==> src/rtl/lhp_pkg.sv <==
// Shared types, constants and the bucket limit table of the latency histogram.
`timescale 1ns / 1ps
`default_nettype none

package lhp_pkg;

    // Field widths of the channel payloads.
    localparam int DUR_FIELD_W   = 48;
    localparam int COUNT_FIELD_W = 32;
    localparam int BUCKET_W      = 4;
    localparam int LIMIT_W       = 24;
    localparam int NUM_PCT       = 4;

    // Eight limited buckets live in the cell row; the top bucket is open ended.
    localparam int NUM_CELLS = 8;
    localparam int CELL_SEL_W = 3;

    localparam logic [BUCKET_W-1:0] BUCKET_TOP = 4'd8;
    localparam logic [BUCKET_W-1:0] IDX_NONE   = 4'd8;

    localparam logic [LIMIT_W-1:0] LIMIT_TOP = 24'd10_000_000;

    // Rank scale factors: p50 compares n against 2*run, p95 and p99 against
    // 100*run, p999 against 1000*run.
    localparam int SCALE_P95  = 95;
    localparam int SCALE_P99  = 99;
    localparam int SCALE_P999 = 999;
    localparam int SCALE_100  = 100;
    localparam int SCALE_1000 = 1000;

    // Percentile slots inside a scan tag.
    localparam int PCT_50  = 0;
    localparam int PCT_95  = 1;
    localparam int PCT_99  = 2;
    localparam int PCT_999 = 3;

    typedef enum logic [1:0] {
        ST_IDLE,
        ST_PREP,
        ST_SCAN,
        ST_DONE
    } state_t;

    // Control part of the scan wave that walks down the cell row.
    typedef struct packed {
        logic                               valid;
        logic [NUM_PCT-1:0][BUCKET_W-1:0]   pidx;
    } scan_tag_t;

    typedef struct packed {
        logic [DUR_FIELD_W-1:0] duration_ns;
    } in_item_t;

    typedef struct packed {
        logic [BUCKET_W-1:0]      bucket_index;
        logic [DUR_FIELD_W-1:0]   high_water_ns;
        logic [COUNT_FIELD_W-1:0] total_samples;
        logic [DUR_FIELD_W-1:0]   p50_ns;
        logic [DUR_FIELD_W-1:0]   p95_ns;
        logic [DUR_FIELD_W-1:0]   p99_ns;
        logic [DUR_FIELD_W-1:0]   p999_ns;
    } out_item_t;

    // Upper limit of each limited bucket, in nanoseconds.
    function automatic logic [LIMIT_W-1:0] limit_of(input logic [CELL_SEL_W-1:0] sel);
        logic [LIMIT_W-1:0] lim;
        unique case (sel)
            3'd0: lim = 24'd50_000;
            3'd1: lim = 24'd100_000;
            3'd2: lim = 24'd250_000;
            3'd3: lim = 24'd500_000;
            3'd4: lim = 24'd1_000_000;
            3'd5: lim = 24'd2_000_000;
            3'd6: lim = 24'd5_000_000;
            3'd7: lim = 24'd10_000_000;
            default: lim = LIMIT_TOP;
        endcase
        return lim;
    endfunction

endpackage

`default_nettype wire

==> src/rtl/lhp_cell.sv <==
// One histogram cell: a bucket counter with scaled copies and one scan stage.
`timescale 1ns / 1ps
`default_nettype none

module lhp_cell #(
    parameter int COUNT_WIDTH = 32,
    parameter int CELL_INDEX  = 0
) (
    input  wire logic                     clk,
    input  wire logic                     rst_n,
    input  wire logic                     inc,
    input  wire logic [COUNT_WIDTH-1:0]   n_x1,
    input  wire logic [COUNT_WIDTH+6:0]   n_x95,
    input  wire logic [COUNT_WIDTH+6:0]   n_x99,
    input  wire logic [COUNT_WIDTH+9:0]   n_x999,
    input  wire logic [COUNT_WIDTH+2:0]   run_in,
    input  wire logic [COUNT_WIDTH+9:0]   run100_in,
    input  wire logic [COUNT_WIDTH+12:0]  run1000_in,
    input  wire lhp_pkg::scan_tag_t       tag_in,
    output logic      [COUNT_WIDTH+2:0]   run_out,
    output logic      [COUNT_WIDTH+9:0]   run100_out,
    output logic      [COUNT_WIDTH+12:0]  run1000_out,
    output lhp_pkg::scan_tag_t            tag_out
);
    import lhp_pkg::*;

    localparam int RUN_W   = COUNT_WIDTH + 3;
    localparam int R100_W  = COUNT_WIDTH + 10;
    localparam int R1000_W = COUNT_WIDTH + 13;
    localparam int C100_W  = COUNT_WIDTH + 7;
    localparam int C1000_W = COUNT_WIDTH + 10;

    logic [COUNT_WIDTH-1:0] count_reg;
    logic [C100_W-1:0]      c100_reg;
    logic [C1000_W-1:0]     c1000_reg;

    logic [RUN_W-1:0]       run_next;
    logic [R100_W-1:0]      run100_next;
    logic [R1000_W-1:0]     run1000_next;
    scan_tag_t              tag_next;
    logic [NUM_PCT-1:0]     reached;

    logic [RUN_W-1:0]       run_reg;
    logic [R100_W-1:0]      run100_reg;
    logic [R1000_W-1:0]     run1000_reg;
    scan_tag_t              tag_reg;

    // The counter and its 100x and 1000x copies step together and stop together.
    always_ff @(posedge clk or negedge rst_n)
    begin
        if (!rst_n)
        begin
            count_reg <= '0;
            c100_reg  <= '0;
            c1000_reg <= '0;
        end
        else if (inc && (count_reg != '1))
        begin
            count_reg <= count_reg + COUNT_WIDTH'(1);
            c100_reg  <= c100_reg + C100_W'(SCALE_100);
            c1000_reg <= c1000_reg + C1000_W'(SCALE_1000);
        end
    end

    always_comb
    begin
        run_next     = run_in + RUN_W'(count_reg);
        run100_next  = run100_in + R100_W'(c100_reg);
        run1000_next = run1000_in + R1000_W'(c1000_reg);

        reached[PCT_50]  = (RUN_W + 1)'(n_x1) <= {run_next, 1'b0};
        reached[PCT_95]  = R100_W'(n_x95) <= run100_next;
        reached[PCT_99]  = R100_W'(n_x99) <= run100_next;
        reached[PCT_999] = R1000_W'(n_x999) <= run1000_next;

        tag_next.valid = tag_in.valid;
        for (int k = 0; k < NUM_PCT; k++)
        begin
            if ((tag_in.pidx[k] == IDX_NONE) && reached[k])
                tag_next.pidx[k] = BUCKET_W'(CELL_INDEX);
            else
                tag_next.pidx[k] = tag_in.pidx[k];
        end
    end

    always_ff @(posedge clk or negedge rst_n)
    begin
        if (!rst_n)
            tag_reg <= '0;
        else
            tag_reg <= tag_next;
    end

    always_ff @(posedge clk)
    begin
        run_reg     <= run_next;
        run100_reg  <= run100_next;
        run1000_reg <= run1000_next;
    end

    assign run_out     = run_reg;
    assign run100_out  = run100_reg;
    assign run1000_out = run1000_reg;
    assign tag_out     = tag_reg;

endmodule

`default_nettype wire

==> config.mk <==
export PLATFORM = sky130hd
export DESIGN_NAME = lhp_cell
export DESIGN_NICKNAME = d
export VERILOG_FILES = /design/src/rtl/lhp_pkg.sv /design/src/rtl/lhp_cell.sv
export SDC_FILE = /design/constraint.sdc
export NUM_CORES = 1
export LEC_CHECK = 0
export ABC_AREA = 1
export BUFFER_PORTS_ARGS = -buffer_cell sky130_fd_sc_hd__clkbuf_2
export CORE_UTILIZATION = 45
export DETAILED_ROUTE_END_ITERATION = 10
export MAX_ROUTING_LAYER = met4
export PLACE_DENSITY_LB_ADDON = 0.3
export SYNTH_ARGS = -nofsm -noshare
export SYNTH_HDL_FRONTEND = slang
export SYNTH_SLANG_ARGS = --single-unit
==> constraint.sdc <==
create_clock -name clk -period 3.5 [get_ports clk]
set_clock_uncertainty 0.05 [all_clocks]
set_input_delay 0.525 -clock clk [delete_from_list [all_inputs] [get_ports clk]]
set_output_delay 0.525 -clock clk [all_outputs]
set_load 0.1 [all_outputs]
# ---- After elaboration in Yosys (flattened, before gate mapping)
# Cells that the tools add are included.
dict set report word_totals {
  register_bits 252
  latchBits 0
  mem_bits_rw 0
  rom_bits 0
  input_bits 294
  output_inout_bits 139
  elab_cells 35
  mem_count 0
}
dict set report op_classes {
  n_addsub 6
  n_mul 0
  n_div 0
  order_cmp 4
  n_eq_ne 5
  shift 0
  muxes 4
  bitwise_logic 0
  n_reduce_logical 5
}
# cell n
set ops {}
lappend ops {{39-bit by 42-bit <= comparator with 1-bit output} 2}
lappend ops {{45-bit by 42-bit adder with 45-bit output} 1}
lappend ops {{42-bit by 45-bit <= comparator with 1-bit output} 1}
lappend ops {{42-bit by 10-bit adder with 42-bit output, second input constant} 1}
lappend ops {{42-bit by 39-bit adder with 42-bit output} 1}
lappend ops {{39-bit by 7-bit adder with 39-bit output, second input constant} 1}
lappend ops {{32-bit by 36-bit <= comparator with 1-bit output} 1}
lappend ops {{35-bit by 32-bit adder with 35-bit output} 1}
lappend ops {{32-bit by 1-bit adder with 32-bit output, second input constant} 1}
lappend ops {{32-bit != test, second input constant} 1}
lappend ops {{4-bit equality test, second input constant} 4}
lappend ops {{4-bit 2-to-1 mux} 4}
lappend ops {{1-bit logical AND} 5}

# ---- Logic depth before layout (Yosys ltp)
# Gate-level depths: netlist of the first run.
dict set report logic_depth {
  depth_word 4
  ltp_mapped 35
  ltp_nobuf 35
}

# ---- Worst setup path before layout of the first run
# Ideal clock, no wire load.
dict set report synth_path {
  kind {input -> register}
  startpoint {in run100_in[2]}
  endpoint {reg tag_reg, in the netlist tag_out[11]}
  setup_ps 77
  t_arrival_ps 3550
  t_required_ps 3373
  setup_slack_ps -177
  path_stages 30
  path_buffers 0
  path_cell_list {ha_1 > inv_1 > fa_1 > inv_1 > nand3_1 > nand3_1 > nand2_1 > nand2_2 > nand2_1 > nand3_2 > nand2_1 > nand2_1 > a21o_2 > a21oi_4 > o21ai_2 > xor2_1 > inv_1 > ha_1 > nand2_1 > nor4_1 > nand2_1 > nand2_1 > nand2_1 > nand2_1 > nand4_1 > nand2_1 > nand2_1 > nand2_1 > nand2_1 > a21oi_1}
}
# element line
set synth_lines {}
lappend synth_lines {{start, declared} lhp_cell.sv:17} ;# input wire logic [COUNT_WIDTH+9:0] run100_in,
lappend synth_lines {{end signal, assigned} lhp_cell.sv:91} ;# tag_reg <= tag_next;
lappend synth_lines {{end, declared} lhp_cell.sv:46} ;# scan_tag_t tag_reg;

==> results_dict.tcl, run 1 <==
set metrics [dict create \
    rows 75 \
    ys.flop_type "dfrtp_1" \
    drv_cap 0 \
    synth-edff-count 0 \
    ir_worst_vdd_mv 0.896 \
    dr.pass1.iters 5 \
    synth_fp_nets 3128 \
    initialDrtViolationCount 1228 \
    status "finished, violations left" \
    dp_cells 4084 \
    crit_required_ns 3.97 \
    syn2layout_area_growth_pct 53.0 \
    power_w 0.0197 \
    fin_hold_ws_ns 0.0534 \
    path_clk_slew_ns 0.06 \
    maxUsedRoutingLayer "met4" \
    wl_met3_microns 3870 \
    cp_num_buf_inv 5 \
    cts_root_buffer "clkbuf_16" \
    core_area_sq_um 42200 \
    async_flop_share 0.506 \
    critPathMaxStageDelay_ns 0.40 \
    r2r_start "c100_reg[2]" \
    synth_area_leader_cell "ha_1" \
    crit_path_top_delay_cell "dfrtp_1" \
    sw_frac_of_total 0.485 \
    max_freq_mhz 250 \
    fin_cells 4246 \
    syn_avg_cell_area_sq_um 7.54 \
    drt_wl_total_microns 72600 \
    setup_violations 4 \
    combPwrFrac 0.633 \
    route.detailed.drc 0 \
    yosysSeqAreaShare 0.287 \
    min_period_over_period 1.14 \
    numClockSinks 247 \
    num_vias 21365 \
    die_width_microns 210 \
    netlist_area_sq_um 19400 \
    min_path_cells 1 \
    clockBufferDepth 3 \
    synth_cell_types 64 \
    r2r_slack_ns -0.49 \
    antenna_found_initial 14 \
    rsz0062_at_grt "true" \
    worst_pin_slew_ns 0.641 \
    fin_tns_setup_ns -1.36 \
    p_clk_frac 0.173 \
    drv_slew 0 \
    hold_viol_final 0 \
    yosysTopAreaCellShare 0.168 \
    hpwl_microns 60200 \
    wl_per_cell_microns 17.1 \
    grt_max_degree 79 \
    layout_common_cells "buf_4 (620), nand2_1 (479), clkbuf_2 (431)" \
    r2r-end "tag_out[11]" \
    synth_area_leaders "ha_1 (17%), dfrtp_1 (16%), dfxtp_1 (13%), nand2_1 (9.9%), inv_1 (7.6%)" \
    period_minus_slack_ns 3.99 \
    htreeDepth 1 \
    via_per_inst 5.03 \
    wl_met2_microns 34500 \
    cp.arrival_ns 4.47 \
    numCtsBuffers 31 \
    grt_pass1_vias 21376 \
    crit_fanout 3 \
    drt-met1-wl_microns 31500 \
    io_buffers 432 \
    largest_reg_flops 45 \
    min_from "run100_in[0]" \
    clk_latency_ns 0.59 \
    min_path_type "primary input to flop" \
    start_kind "flop" \
    slew_headroom 0.568 \
    violations "negative setup slack" \
    hold_end "run100_out[0]" \
    rr_worst_depth 32 \
    p_leak_nw 16.0 \
    switching_power_w 0.00955 \
    path_delay_family "simple AND/OR/NAND/NOR gates" \
    worstSetupPathType "flop to flop" \
    crit_top_cell "nand2_1" \
    final_common_cell "buf_4" \
    die_area_sq_um 43900 \
    setup_ws_ns -0.495 \
    start_util 0.459 \
    powerDensity_nw_per_um2 664 \
    ys_ff_latch 247 \
    ys_warn_count 0 \
    grt_overflow 0 \
    tritoncts "done" \
    antenna_left 0 \
    fin_util 0.703 \
    grt_pass1_wl_microns 110000 \
    grt_use_total 0.329 \
    nNetsFinal 4225 \
    die_h_microns 210 \
    num_io_pins 433 \
    p_seq_frac 0.194 \
    end_kind "flop" \
    intPower_w 0.0102 \
    drive_gt1_frac 0.387 \
    place_congestion 1.01 \
    synthCells 2571 \
]
worst register-to-register path, delay by kind of cell, from the launching register on:
| family | cells | cell delay (ns) |
|---|---|---|
| xor+xnor | 1 | 0.19 |
| simple gates | 19 | 1.39 |
| flops | 1 | 0.40 |
| buf+inv | 5 | 0.51 |
| compound gates | 4 | 0.60 |
| fa+ha+maj | 3 | 0.81 |
cell usage after synthesis (all sizes together) (2+ instances only):
| cell type | number |
|---|---|
| nand2 | 533 |
| inv | 401 |
| ha | 260 |
| nor2 | 232 |
| a21oi | 193 |
| xor2 | 148 |
| dfrtp | 125 |
| dfxtp | 122 |
| nand3 | 104 |
| o21ai | 100 |
| nor3 | 72 |
| xnor2 | 53 |
| nand4 | 51 |
| nor4 | 34 |
| a21o | 27 |
| a31oi | 18 |
| o21bai | 16 |
| clkbuf | 14 |
| o211ai | 14 |
| o21a | 9 |
| or2 | 9 |
| a21boi | 6 |
| a211oi | 4 |
| nand3b | 4 |
| nor3b | 4 |
| fa | 3 |
| o22ai | 3 |
| and2 | 2 |
| buf | 2 |
| o221ai | 2 |
power by group through the flow:
stage / logic (W) / registers (W) / clock network, W
finish: 0.0125 / 0.00383 / 0.00340
global route: 0.0134 / 0.00387 / 0.00357
CTS: 0.0118 / 0.00380 / 0.00347
detailed placement: 0.0110 / 0.00380 / 0
global placement: 0.0108 / 0.00379 / 0
floorplan: 0.00403 / 0.00657 / 0
per-layer routing:
metal	vias up	GRT usage
met5	-	-
met4	0	0.116
met3	143	0.0449
met2	593	0.551
met1	9939	0.406
li1	10690	-
cell families after synthesis:
family,share of synthesized area
and+or+nand+nor,0.248
buffers and inverters,0.0812
AOI/OAI and AO/OA,0.121
adders and majority gates,0.171
DFF,0.287
xor gates and xnor gates,0.0919
metrics by stage:
stage | area, sq um | setup slack (ns)
3_5_place_dp | 26400 | -0.936
5_1_grt | 29700 | -0.693
4_1_cts | 29000 | -0.348
2_1_floorplan | 19500 | -0.0723
6_report | 29700 | -0.495
3_3_place_gp | 26400 | -0.849
layout make-up:
type                       count  area, sq um
timing repair buffer        1080         7120
multi-input combinational   1907        13700
clock inverter                18          186
antenna                       14         35.0
fill                        3475        12600
tap                          539          674
sequential                   247         5570
clock buffer                  40          903
inverter                     401         1510
worst max path at each step:
stage                 start     endpoint  slack, ns  cells after the start
4_1_cts         c100_reg[2]  tag_out[11]      -0.35                     31
2_1_floorplan  run100_in[2]   tag_out[7]      -0.07                     35
3_3_place_gp   run100_in[6]  tag_out[11]      -0.85                     29
3_5_place_dp   run100_in[2]  tag_out[11]      -0.94                     34
5_1_grt         c100_reg[2]  tag_out[11]      -0.69                     31
6_report        c100_reg[2]  tag_out[11]      -0.49                     32
timing repair:
action | 4_1_cts | 5_1_grt
pin swaps | 96 | 94
buffers inserted | 52 | 21
endpoints found under the setup margin | 4 | 4
resized for setup | 148 | 95
hold buffers | 18 | 0
hold endpoints to repair | 64 | 0
Note: power is estimated with default switching activity, not from simulation.
==> inputs of run 2 (changes only) <==
Settings changed: CORE_UTILIZATION 45 to 27.
==> results_dict.tcl, run 2 (synthesis gave the netlist of run 1 again) <==
set metrics [dict create \
    status "finished, violations left" \
    violations "negative setup slack" \
    p_seq_frac 0.187 \
    period_minus_slack_ns 3.86 \
    antenna_left 0 \
    powerDensity_nw_per_um2 675 \
    worst_pin_slew_ns 0.759 \
    die_h_microns 270 \
    dr.pass1.iters 5 \
    crit_path_top_delay_cell "dfrtp_1" \
    cts_root_buffer "clkbuf_16" \
    hpwl_microns 64300 \
    place_congestion 0.955 \
    sw_frac_of_total 0.475 \
    power_w 0.0201 \
    crit_required_ns 3.92 \
    fin_area_sq_um 29800 \
    num_io_pins 433 \
    crit_fanout 2 \
    core_area_sq_um 70500 \
    tritoncts "done" \
    drive_gt1_frac 0.380 \
    grt_use_total 0.207 \
    numClockSinks 247 \
    clk_latency_ns 0.55 \
    largest_reg_flops 45 \
    num_vias 20617 \
    end_kind "flop" \
    antenna_found_initial 7 \
    place_area_sq_um 27000 \
    p_leak_nw 15.9 \
    setup_violations 4 \
    path_clk_slew_ns 0.06 \
    ir_worst_vdd_mv 0.712 \
    die_area_sq_um 72900 \
    switching_power_w 0.00955 \
    nNetsFinal 4208 \
    max_freq_mhz 259 \
    fin_tns_setup_ns -0.896 \
    start_kind "flop" \
    critPathMaxStageDelay_ns 0.41 \
    route.detailed.drc 0 \
    wl_per_cell_microns 16.3 \
    numCtsBuffers 36 \
    initialDrtViolationCount 1042 \
    start_util 0.275 \
    layout_common_cells "buf_4 (618), nand2_1 (479), clkbuf_2 (431)" \
    slew_headroom 0.494 \
    rows 97 \
    min_path_type "primary input to flop" \
    drt_wl_total_microns 75200 \
    min_period_over_period 1.10 \
    via_per_inst 4.46 \
    grt_max_degree 67 \
    die_width_microns 270 \
    combPwrFrac 0.616 \
    grt_pass1_wl_microns 113000 \
    rsz0062_at_grt "true" \
    syn2layout_area_growth_pct 53.5 \
    p_clk_frac 0.197 \
    worstSetupPathType "flop to flop" \
    grt_pass1_vias 20618 \
    io_buffers 432 \
    cp.arrival_ns 4.28 \
    hold_viol_final 0 \
    htreeDepth 2 \
    final_common_cell "buf_4" \
    setup_ws_ns -0.362 \
    place_ws_ns -0.753 \
    clockBufferDepth 3 \
    drv_slew 0 \
    grt_overflow 0 \
    intPower_w 0.0106 \
    drv_cap 0 \
]
==> run 2: final cells by class <==
cell class | count | area (sq um)
Fill cell | 7211 | 40700
Clock buffer | 43 | 998
Tap cell | 940 | 1180
Antenna cell | 5 | 12.5
Multi-Input combinational cell | 1907 | 13300
Timing Repair Buffer | 1058 | 6910
Sequential cell | 247 | 5570
Clock inverter | 22 | 278
Inverter | 401 | 1510
==> run 2: stage by stage <==
step	instances	hold slack, ns	utilization
after global placement	4497	0.421	0.383
after CTS	4606	0.00469	0.415
final	4623	0.0547	0.422
after detailed placement	4497	0.424	0.383
after global routing	4622	0.0222	0.422
after floorplan	2571	0.179	-
==> run 2: layer usage <==
metal | share of wire | GRT usage
met2 | 0.47 | 0.342
met5 | 0 | -
met3 | 0.049 | 0.0269
met1 | 0.45 | 0.259
met4 | 0.032 | 0.0691
==> run 2: final timing paths <==
kind	start	endpoint	slack, ns	depth (start not counted)
worst max-delay path	c100_reg[2]	tag_out[11]	-0.36	31
worst min-delay path	tag_in[2]	tag_out[2]	0.05	1
worst max register to register	c100_reg[2]	tag_out[11]	-0.36	31
worst min register to register	c1000_reg[41]	c1000_reg[41]	0.43	1
max in group asynchronous	rst_n	count_reg[10]	2.11	3
min in group asynchronous	rst_n	c1000_reg[31]	0.51	2
==> run 2: power groups by stage <==
stage	combinational (W)	sequential, W	clock [W]
floorplan	0.00403	0.00657	0
CTS	0.0122	0.00375	0.00409
global route	0.0134	0.00381	0.00418
global placement	0.0114	0.00376	0
finish	0.0124	0.00376	0.00396
detailed placement	0.0115	0.00377	0
==> run 2: timing repair <==
action	CTS	global route
pin swaps	70	71
hold buffers	4	0
endpoints found under the hold margin	64	0
endpoints found under the setup margin	4	4
buffers inserted	43	12
gates resized for setup	117	71
==> run 2: critical path, delay by kind of cell, from the launching register on <==
| kind | cells | cell delay (ns) |
|---|---|---|
| flip-flops | 1 | 0.41 |
| adder cells (fa/ha/maj) | 3 | 0.70 |
| AND/OR/NAND/NOR | 19 | 1.43 |
| buffers and inverters | 4 | 0.27 |
| AO/OA/AOI/OAI | 4 | 0.73 |
| XOR/XNOR | 1 | 0.18 |
==> inputs of run 3 (changes only) <==
Settings changed: RECOVER_POWER set to 25.
==> results_dict.tcl, run 3 (synthesis gave the netlist of run 1 again) <==
set metrics [dict create \
    p_leak_nw 15.8 \
    fin_area_sq_um 29700 \
    via_per_inst 4.47 \
    htreeDepth 2 \
    drive_gt1_frac 0.376 \
    min_period_over_period 1.10 \
    period_minus_slack_ns 3.86 \
    die_area_sq_um 72900 \
    hold_viol_final 0 \
    busiest_layer "met2" \
    crit_required_ns 3.92 \
    violations "max-capacitance violations, max-slew violations, negative setup slack" \
    num_vias 20651 \
    groute.layer.met2.usage 0.342 \
    setup_violations 4 \
    antenna_left 0 \
    clk_latency_ns 0.56 \
    ir_worst_vdd_mv 0.712 \
    initialDrtViolationCount 1056 \
    die_h_microns 270 \
    setup_ws_ns -0.356 \
    drv_cap 1 \
    status "finished, violations left" \
    route.detailed.drc 0 \
    wl_per_cell_microns 16.3 \
    critPathMaxStageDelay_ns 0.41 \
    antenna_found_initial 7 \
    use_met1 0.259 \
    powerDensity_nw_per_um2 677 \
    largest_reg_flops 45 \
    tritoncts "done" \
    numClockSinks 247 \
    clockBufferDepth 3 \
    path_clk_slew_ns 0.06 \
    rsz0062_at_grt "true" \
    grt_use_total 0.207 \
    use_met3 0.0269 \
    core_area_sq_um 70500 \
    start_kind "flop" \
    rows 97 \
    grt_max_degree 67 \
    slew_headroom -0.274 \
    place_ws_ns -0.753 \
    place_area_sq_um 27000 \
    fin_tns_setup_ns -0.918 \
    drv_slew 67 \
    worst_pin_slew_ns 1.91 \
    grt_overflow 0 \
    start_util 0.275 \
    crit_path_top_delay_cell "dfrtp_1" \
    io_buffers 432 \
    syn2layout_area_growth_pct 53.3 \
    crit_fanout 2 \
    min_path_type "primary input to flop" \
    die_width_microns 270 \
    drt_wl_total_microns 75300 \
    hpwl_microns 64300 \
    num_io_pins 433 \
    grt_pass1_wl_microns 113000 \
    layout_common_cells "buf_4 (617), nand2_1 (479), clkbuf_2 (421)" \
    grt_pass1_vias 20618 \
    cp.arrival_ns 4.27 \
    dr.pass1.iters 5 \
    worstSetupPathType "flop to flop" \
    numCtsBuffers 36 \
    place_congestion 0.955 \
    nNetsFinal 4208 \
    fin_util 0.422 \
    max_freq_mhz 259 \
    final_common_cell "buf_4" \
    cts_root_buffer "clkbuf_16" \
    end_kind "flop" \
]
## run 3: cell count changes in the layout (fill, tap and decap cells not counted)
cell / delta
clkbuf_1: +12
clkbuf_2: -10
buf_1: +1
buf_12: -1
buf_4: -1
buf_6: -1
ha_1: +1
ha_2: -1
## run 3: critical path: cells and delay by family, from the launching register on
family                     cells  cell delay (ns)
and+or+nand+nor               19             1.43
AOI/OAI and AO/OA              4             0.73
adders and majority gates      3             0.71
DFF                            1             0.41
buffers and inverters          4             0.26
xor gates and xnor gates       1             0.18
## run 3: power breakdown
| group | switching (W) | internal (W) |
|---|---|---|
| clock network | 0.00153 | 0.00243 |
| logic | 0.00773 | 0.00467 |
| registers | 0.000303 | 0.00345 |
## run 3: layout make-up
cell class                      count  area (sq um)
Fill cell                        7221         40800
Inverter                          401          1510
Clock inverter                     22           278
Timing Repair Buffer             1058          6870
Clock buffer                       43           998
Sequential cell                   247          5570
Multi-Input combinational cell   1907         13300
Tap cell                          940          1180
Antenna cell                        5          12.5
## run 3: final timing paths
path / to / slack (ns) / depth (start not counted) / from
worst max-delay path: tag_out[11] / -0.36 / 31 / c100_reg[2]
worst min register to register: c1000_reg[41] / 0.43 / 1 / c1000_reg[41]
max in group asynchronous: c100_reg[27] / 0.62 / 3 / rst_n
min in group asynchronous: c1000_reg[31] / 0.96 / 2 / rst_n
worst min-delay path: tag_out[2] / 0.06 / 1 / tag_in[2]
worst max register to register: tag_out[11] / -0.36 / 31 / c100_reg[2]
## run 3: what timing repair did
item | 4_1_cts | 5_1_grt
cloned | 0 | 0
endpoints found under the hold margin | 64 | 0
hold buffers | 4 | 0
buffers inserted | 43 | 12
pin swaps | 70 | 71
endpoints found under the setup margin | 4 | 4
gates resized for setup | 117 | 71
## run 3: metrics by stage
step / hold slack [ns] / power (W) / std cells
2_1_floorplan: 0.179 / 0.0106 / 2571
3_3_place_gp: 0.421 / 0.0152 / 4497
3_5_place_dp: 0.424 / 0.0153 / 4497
4_1_cts: 0.00469 / 0.0200 / 4606
5_1_grt: 0.0251 / 0.0214 / 4622
6_report: 0.0589 / 0.0201 / 4623
## run 3: per-layer routing
layer | up-vias | share of wire
li1 | 10664 | -
met1 | 9373 | 0.44
met4 | 0 | 0.033
met2 | 513 | 0.47
met5 | - | 0
met3 | 101 | 0.052
